`src/hw/rtl/imhdk_ram.sv`:
```
// generic single-write, single-read ram with registered read data
`timescale 1ns / 1ps

module imhdk_ram #(
	parameter int WIDTH = 8,
	parameter int DEPTH = 16
) (
	input  logic                     clk,
	input  logic                     we,
	input  logic [$clog2(DEPTH)-1:0] waddr,
	input  logic [WIDTH-1:0]         wdata,
	input  logic [$clog2(DEPTH)-1:0] raddr,
	output logic [WIDTH-1:0]         rdata
);

	logic [WIDTH-1:0] mem [DEPTH];

	always_ff @(posedge clk) begin
		if (we) begin
			mem[waddr] <= wdata;
		end
		rdata <= mem[raddr];
	end

endmodule
```
`config.mk`:
```
export PLATFORM = sky130hd
export DESIGN_NAME = imhdk_ram
export DESIGN_NICKNAME = d
export VERILOG_FILES = /design/src/hw/rtl/imhdk_ram.sv
export SDC_FILE = /design/constraint.sdc
export NUM_CORES = 1
export LEC_CHECK = 0
export BUFFER_PORTS_ARGS = -buffer_cell sky130_fd_sc_hd__buf_2
export CAP_MARGIN = 20
export CORE_MARGIN = 4
export CORE_UTILIZATION = 55
export CTS_CLUSTER_SIZE = 16
export DETAILED_ROUTE_END_ITERATION = 8
export PLACE_DENSITY = 0.72
export SLEW_MARGIN = 20
export SYNTH_ARGS = -nofsm -noshare
export SYNTH_HDL_FRONTEND = slang
export SYNTH_SLANG_ARGS = --single-unit
```
`constraint.sdc`:
```
create_clock -name clk -period 2.67 [get_ports clk]
set_input_delay 0.534 -clock clk [delete_from_list [all_inputs] [get_ports clk]]
set_output_delay 0.534 -clock clk [all_outputs]
set_load 0.03 [all_outputs]
```
==> results of run 1 <==
worst max-delay path, stage by stage:
cell and delay, ns:
buf_2 0.11, or3b_2 0.51, nor2_1 0.63
metrics by stage:
stage	instance area (um^2)	hold WS [ns]	power, W	cells	utilization
6_report	6000	0.416	0.00467	406	0.653
5_1_grt	6000	0.406	0.00484	406	0.653
4_1_cts	6000	0.393	0.00472	406	0.653
3_5_place_dp	5480	0.669	0.00269	374	0.596
3_3_place_gp	5480	0.661	0.00268	374	0.596
2_1_floorplan	5150	0.629	0.00259	229	-
where the power goes:
group	total (W)	internal, W	switching, W
clock network	0.00203	0.00124	0.000785
registers	0.00240	0.00239	0.0000145
logic	0.000242	0.0000940	0.000148
registers in the layout, summed over array words and instances (netlist names):
signal and flops:
mem 128, rdata 8
metal layers:
layer	global-route usage	vias up
li1	-	1082
met1	0.268	1274
met2	0.293	96
met3	0.0439	12
met4	0.0731	0
met5	0	-
cells in the final DEF, fill, tap and decap left out, types with 4 or more instances in the layout:
| master | count |
|---|---|
| a22oi_1 | 16 |
| buf_2 | 25 |
| buf_4 | 18 |
| clkbuf_1 | 4 |
| clkbuf_16 | 16 |
| clkinv_2 | 6 |
| dfxtp_1 | 8 |
| edfxtp_1 | 128 |
| mux4_1 | 14 |
| mux4_2 | 18 |
| nand2_1 | 9 |
| nor2_1 | 13 |
| nor3_1 | 4 |
logic make-up (layout without fill, tap and decap cells):
family	count (synthesis)	count (layout)	synth area share
muxes	32	32	0.150
AOI/OAI and AO/OA	16	16	0.0233
DFF	136	136	0.778
buffers and inverters	10	76	0.0168
and+or+nand+nor	35	35	0.0318
path summary, 6_finish.rpt:
kind	endpoint	slack, ns
max reg2reg	rdata[4]	1.27
min	mem[4][4]	0.42
min reg2reg	rdata[6]	0.67
max	mem[2][5]	1.02
cell type report:
cell class,instances,area share
clock inverter,10,0.0133
clock buffer,22,0.0738
tap,111,0.0231
sequential,136,0.667
timing repair buffer,44,0.0467
multi-input combinational,83,0.176
==> metrics.md, run 1 <==
| Metric | Value |
|---|---|
| Synthesized area | `5150 um^2` |
| Number of DRC markers in iteration 0 | `160` |
| Crit-path max FO | `8` |
| Final hold vios | `0` |
| GP Congestion | `0.803` |
| Max-slew violations | `0` |
| Synth unique cells | `19` |
| Type of origin of the critical path | `input port` |
| CTS max path bufs | `2` |
| Commonest cells in the netlist | `edfxtp_1 (128), mux4_2 (18), a22oi_1 (16)` |
| Post-synth ARST share | `0` |
| Die width | `105 um` |
| Detailed Routing Iterations Pass 1 | `4` |
| RSZ-0062 raised after global routing | `no` |
| Fin crit period | `1.65 ns` |
| Crit path kind | `in -> reg` |
| HP Class | `in -> reg` |
| Core region area | `9200 um^2` |
| Initial antenna violation count | `0` |
| Worst clock skew | `0.00544 ns` |
| Storage element area | `4000 um^2` |
| Power Dens Cells | `778 nW/um^2` |
| Share of the yosys chip area belonging to registers | `0.778` |
| Clk sinks | `136` |
| First-pass GRT wire length | `14,900 um` |
| Top cell type's share of synthesized area | `0.747` |
| Routed vias/inst | `6.07` |
| Status | `finished, final reports clean` |
| Routed vias | `2,464` |
| Count leader, synth | `edfxtp_1` |
| Drt total wl | `9550 um` |
| Die Ht | `105 um` |
| Setup ws final | `1.02 ns` |
| Hold Path Cell Cnt | `1` |
| Fillcell total | `603` |
| Final period utilization | `0.619` |
| Pre-CTS setup slack | `0.477 ns` |
| Syn Area/Cell | `22.5 um^2` |
| Nets@finish | `300` |
| Hold buffers post-CTS | `0` |
| DRC | `0` |
| Largest net degree at the start of global routing | `33` |
| Largest cells by area after synthesis | `edfxtp_1 (75%), mux4_2 (7.9%), mux4_1 (7.1%)` |
| TritonCTS clock tree | `built` |
| Fmax | `605 MHz` |
| Root Buffer | `clkbuf_8` |
| YS warnings | `0` |
| Static leakage | `2.06 nW` |
| Req. time, crit path | `2.80 ns` |
| Max Cap Viol | `0` |
| # IOs | `26` |
| Skew-Pair Late Insertion Delay | `0.51 ns` |
| Worst r2r path cells | `3` |
| Vias in the first global route | `2,537` |
| Area of the multi-input gates | `1060 um^2` |
| Area leader, netlist | `edfxtp_1` |
| Row Count | `35` |
| Min-Delay Startpoint | `wdata[4]` |
| Area Overhead vs Synth | `16.6%` |
| Synth Net Count | `247` |
| CTS Buf Count | `17` |
| Top Metal Used | `met4` |
| CTS H-tree depth | `4` |
| Total GRT Usage | `0.190` |
| Setup crit end kind | `register` |
| Worst-path clk slew | `0.06 ns` |
| Final setup viols | `0` |
| Metal3 WL | `700 um` |
| Register bit total from synthesis | `136` |
| ANT nets after route | `0` |
| Critical path data arrival time | `1.78 ns` |
| Worst-Margin Slew | `0.793 ns` |
| Resize count post-CTS | `0` |
| Post-DP HPWL | `6030 um` |
| Reg2reg start | `mem[1][4]` |
| Setup tns final | `0 ns` |
| Post-synth EDFFs | `128` |
| Post-Syn Instances | `229` |
| Share of cells above drive strength 1 | `0.305` |
| GRT overflow | `0` |
| Total die area | `11,000 um^2` |
| Ys flop type | `edfxtp_1` |
| Drt wl/cell | `23.5 um` |
| Port-buffer cells | `25` |
| Slew headroom | `0.470` |
| Inserted Diodes | `0` |
| Worst-case vdd ir drop | `0.528 mV` |
| Crit. Startpoint | `waddr[2]` |
| DR WL met2 | `4680 um` |
| Postcts setup bufs | `0` |
| Starting Density | `0.560` |
| Met1 WL | `4040 um` |
No activity file was read; power rests on OpenSTA's default activity.
==> run 2: changes to the inputs <==
Settings changed: CORE_UTILIZATION 55 to 54, PLACE_DENSITY 0.72 to 0.73.
Clock period 2.67 ns to 1.4 ns, I/O delays scaled along.
==> run 2 against run 1 <==
  * Wire length is 3.8% higher
  * Sequential cell count stayed put
  * Clock skew is 0.0018 ns higher
  * Cell area is 4.9% higher
  * Via count is 0.57% higher
  * Sequential power is 91% higher
  * Clock power is 120% higher
  * Largest power group unchanged
  * Total power is 100% higher
  * Register-to-register slack worse by 1.2 ns
  * Clock-buffer cell count is 3 lower
  * Utilization is 2.9 points higher
==> metrics.md, run 2 (synthesized netlist as in run 1, its figures left out) <==
| Metric | Value |
|---|---|
| Drt total wl | `9920 um` |
| Critical-path cell list | `buf_4` |
| Worst clock skew | `0.00728 ns` |
| # IOs | `26` |
| Final hold vios | `0` |
| DRC | `0` |
| Largest register FFs | `128` |
| Storage element area | `4000 um^2` |
| Port-buffer cells | `25` |
| Starting Density | `0.557` |
| Worst-Margin Slew | `0.740 ns` |
| Number of DRC markers in iteration 0 | `119` |
| Die width | `106 um` |
| Largest net degree at the start of global routing | `17` |
| Vias in the first global route | `2,657` |
| Worst r2r path cells | `3` |
| Max incr delay on CP | `0.39 ns` |
| Fillcell total | `575` |
| Core region area | `9240 um^2` |
| Routed vias | `2,478` |
| Req. time, crit path | `1.12 ns` |
| Most frequent cells in the layout | `edfxtp_1 (128), buf_4 (31), buf_2 (23)` |
| First-pass GRT wire length | `15,500 um` |
| Clk sinks | `136` |
| Leading cell type in the layout, fill and taps excluded | `edfxtp_1` |
| Nets@finish | `314` |
| Hold buffers post-CTS | `0` |
| Power, Total | `0.00958 W` |
| Skew-Pair Late Insertion Delay | `0.51 ns` |
| Static leakage | `2.18 nW` |
| HP Class | `in -> reg` |
| Drt wl/cell | `22.6 um` |
| CTS max path bufs | `2` |
| Status | `finished, final reports clean` |
| Worst-case vdd ir drop | `0.719 mV` |
| GP Congestion | `0.751` |
| TritonCTS clock tree | `built` |
| Flop2flop setup slack | `0.03 ns` |
| Type of origin of the critical path | `register` |
| Final Instance Count excl. Fillers | `438` |
| RSZ-0062 raised after global routing | `no` |
| GRT overflow | `0` |
| Crit-path max FO | `1` |
| Biggest regs | `mem x128, rdata x8` |
| Initial antenna violation count | `0` |
| Total GRT Usage | `0.196` |
| Post-DP HPWL | `6470 um` |
| Area Overhead vs Synth | `22.4%` |
| CTS Buf Count | `17` |
| Setup tns final | `0 ns` |
| Register bank with the most flops | `mem` |
| Root Buffer | `clkbuf_8` |
| Setup crit end kind | `output pin` |
| Worst-path clk slew | `0.06 ns` |
| Critical Path Stages | `1` |
| Fin util | `0.682` |
| Inserted Diodes | `0` |
| Power Dens Cells | `1520 nW/um^2` |
| CTS H-tree depth | `4` |
| Max-slew violations | `0` |
| Crit path kind | `reg -> out` |
| Fin crit period | `1.38 ns` |
| Die Ht | `106 um` |
| Routed vias/inst | `5.66` |
| Largest delay contributor family on the critical path | `flip-flops` |
| Share of cells above drive strength 1 | `0.372` |
| Critical path data arrival time | `1.10 ns` |
| Detailed Routing Iterations Pass 1 | `4` |
| Hold Path Cell Cnt | `1` |
| Slew headroom | `0.505` |
| Fmax | `725 MHz` |
| Total die area | `11,200 um^2` |
| Row Count | `35` |
| Max Cap Viol | `0` |
| Final setup viols | `0` |
| ANT nets after route | `0` |
| WP buf/inv | `1` |
| Area of the multi-input gates | `1090 um^2` |
| Hold Worst Slack | `0.152 ns` |
| Final period utilization | `0.985` |
| Inst Count DP | `406` |
| Crit-path slowest cell | `dfxtp_1` |
## run 2: cell types whose count changed in the layout (fill, tap and decap cells not counted), sizes merged
| cell | before | now |
|---|---|---|
| bufinv | 1 | 4 |
| clkbuf | 22 | 19 |
| clkinvlp | 1 | 2 |
| buf | 44 | 58 |
| clkinv | 8 | 7 |
## run 2: through the flow
step / instance area, um^2 / setup slack (ns)
3_3_place_gp: 5680 / -0.306
2_1_floorplan: 5190 / -0.0165
6_report: 6300 / 0.0215
3_5_place_dp: 5680 / -0.309
5_1_grt: 6300 / 0.000430
4_1_cts: 6290 / 0.00645
## run 2: path summary, 6_finish.rpt
path	to	from
max	rdata[1]	rdata[1]
min	mem[1][2]	wdata[2]
max reg2reg	rdata[1]	mem[10][1]
min reg2reg	rdata[3]	mem[13][3]
## run 2: metal layers
metal / global-route usage / wire length (um) / up-vias / part of all wire
li1: - / - / 1112 / -
met1: 0.257 / 4110 / 1271 / 0.41
met2: 0.321 / 5090 / 79 / 0.51
met3: 0.0441 / 523 / 16 / 0.053
met4: 0.0814 / 190 / 0 / 0.019
met5: 0 / 0 / - / 0
## run 2: final cells by class
class,count,area share
clock buffers,19,0.0685
clock inverters,13,0.0284
multi-input cells,83,0.174
flip-flops and latches,136,0.636
well taps,129,0.0256
repair buffers,58,0.0679
## run 2: report_power, final
group | total (W) | internal (W) | switching [W]
logic | 0.000512 | 0.000213 | 0.000299
registers | 0.00459 | 0.00455 | 0.0000328
clock network | 0.00448 | 0.00292 | 0.00156
total | 0.00958 | 0.00769 | 0.00189
## run 2: repair_timing
item,in CTS,in global routing
endpoints found under the setup margin,1,4
setup buffers,0,0
pin swaps,0,0
resized for setup,1,5
==> run 3: changes to the inputs <==
Settings changed: CORE_UTILIZATION 54 to 55, CTS_BUF_LIST from default to sky130_fd_sc_hd__clkbuf_8, PLACE_DENSITY 0.73 to 0.75.
==> run 3 against run 2 <==
  * Clock skew grew 0.0026 ns
  * Combinational power shrank 2%
  * Worst hold slack gained 0.079 ns
  * Cell area shrank 3.9%
  * Die area shrank 1.7%
  * Critical path depth grew 2
  * Fmax grew 1.5%
  * Critical endpoint is now rdata[0]
==> metrics.md, run 3 (synthesized netlist as in run 1, its figures left out) <==
| Metric | Value |
|---|---|
| Power Dens Cells | `1340 nW/um^2` |
| Type of origin of the critical path | `register` |
| Vias in the first global route | `2,488` |
| Max-slew violations | `0` |
| Starting Density | `0.560` |
| Core region area | `9200 um^2` |
| Postcts setup bufs | `0` |
| Routed vias/inst | `5.93` |
| Post-DP HPWL | `6140 um` |
| CTS Buf Count | `17` |
| Register bank with the most flops | `mem` |
| Total die area | `11,000 um^2` |
| Worst-path clk slew | `0.08 ns` |
| Max Cap Viol | `0` |
| Most frequent cells in the layout | `edfxtp_1 (128), buf_2 (25), mux4_2 (18), buf_4 (18), clkbuf_8 (17)` |
| Min-Delay Startpoint | `wdata[2]` |
| # IOs | `26` |
| Fin crit period | `1.36 ns` |
| Worst-Margin Slew | `0.776 ns` |
| WHS Endpoint | `mem[10][2]` |
| Biggest regs | `mem x128, rdata x8` |
| GRT overflow | `0` |
| Inserted Diodes | `0` |
| Power, Total | `0.00814 W` |
| Initial antenna violation count | `0` |
| Routed vias | `2,448` |
| Crit path kind | `reg -> reg` |
| Clk sinks | `136` |
| Storage element area | `4000 um^2` |
| Largest net degree at the start of global routing | `18` |
| Reg2reg start | `mem[1][0]` |
| CTS H-tree depth | `4` |
| Critical path data arrival time | `1.67 ns` |
| CTS max path bufs | `2` |
| Fillcell total | `604` |
| Worst r2r path cells | `3` |
| Skew-Pair Late Insertion Delay | `0.42 ns` |
| Fmax | `736 MHz` |
| Area Overhead vs Synth | `17.6%` |
| Die Ht | `105 um` |
| Pre-CTS setup slack | `-0.306 ns` |
| Leading cell type in the layout, fill and taps excluded | `edfxtp_1` |
| TritonCTS clock tree | `built` |
| Nets@finish | `307` |
| Drt wl/cell | `22.6 um` |
| Slew headroom | `0.481` |
| Setup crit end kind | `register` |
| Share of cells above drive strength 1 | `0.361` |
| Root Buffer | `clkbuf_8` |
| Worst clock skew | `0.00991 ns` |
| Flop2flop setup slack | `0.04 ns` |
| GP Congestion | `0.756` |
| Drt total wl | `9340 um` |
| Crit-path max FO | `1` |
| Hold Path Cell Cnt | `1` |
| Final hold vios | `0` |
| Hold Worst Slack | `0.232 ns` |
| DRC | `0` |
| Row Count | `35` |
| Final setup viols | `0` |
| ANT nets after route | `0` |
| Number of DRC markers in iteration 0 | `224` |
| Status | `finished, final reports clean` |
| First-pass GRT wire length | `14,600 um` |
| HP Class | `in -> reg` |
| Detailed Routing Iterations Pass 1 | `4` |
| Worst reg2reg path endpoint | `rdata[0]` |
| Area of the multi-input gates | `1100 um^2` |
| Worst-case vdd ir drop | `0.734 mV` |
| Static leakage | `2.05 nW` |
| Die width | `105 um` |
| Total GRT Usage | `0.186` |
| Setup ws final | `0.0415 ns` |
| Port-buffer cells | `25` |
| Final period utilization | `0.970` |
| Largest register FFs | `128` |
| Req. time, crit path | `1.71 ns` |
-- run 3: changes by cell type in the layout (fill, tap and decap cells not counted), moves of 2 or more --
| cell | change |
|---|---|
| clkbuf_16 | -16 |
| clkbuf_8 | +15 |
| buf_4 | -13 |
| buf_12 | +4 |
| buf_2 | +2 |
| bufinv_16 | -2 |
| clkinvlp_4 | +2 |
| inv_6 | +2 |
-- run 3: repair_timing --
| item | CTS | global route |
|---|---|---|
| hold buffers | 0 | 0 |
| gates resized for setup | 0 | 3 |
| setup endpoints to repair | 0 | 3 |
-- run 3: worst max path at each step --
| stage | slack, ns | end | from | cells past startpoint |
|---|---|---|---|---|
| after CTS | 0.02 | rdata[7] | mem[10][7] | 3 |
| after global placement | -0.29 | rdata[0] | raddr[0] | 5 |
| after global routing | -0.0001 | rdata[0] | mem[1][0] | 3 |
| final | 0.04 | rdata[0] | mem[1][0] | 3 |
| after detailed placement | -0.31 | rdata[0] | raddr[0] | 5 |
| after floorplan | -0.02 | rdata[1] | raddr[0] | 5 |
-- run 3: layout make-up --
cell class / instances / area share
timing repair buffer: 51 / 0.0694
clock buffer: 17 / 0.0386
sequential: 136 / 0.661
clock inverter: 15 / 0.0256
multi-input combinational: 83 / 0.182
tap: 111 / 0.0229
-- run 3: power by group --
group	internal, W	switching [W]	leakage (nW)	total, W
logic	0.000212	0.000291	0.643	0.000504
clock network	0.00158	0.00148	0.187	0.00307
registers	0.00455	0.0000289	1.22	0.00457
total	0.00634	0.00180	2.05	0.00814
-- run 3: metrics by stage --
step / instance area (um^2) / std cells / setup TNS [ns] / util
after floorplan: 5190 / 229 / -0.0929 / -
after global routing: 6060 / 413 / -0.000105 / 0.659
after detailed placement: 5650 / 381 / -4.22 / 0.615
after global placement: 5650 / 381 / -2.88 / 0.615
final: 6060 / 413 / 0 / 0.659
after CTS: 6040 / 413 / 0 / 0.657
-- run 3: worst max-delay path, cell delays in order (launching register included) --
cell	delay, ns
edfxtp_1	0.35
mux4_1	0.54
a22oi_2	0.27
nand2_1	0.08
-- run 3: per-layer routing --
metal,track usage,wire [um]
met1,0.259,3840
met2,0.280,4730
met3,0.0599,608
met4,0.0647,155
met5,0,0
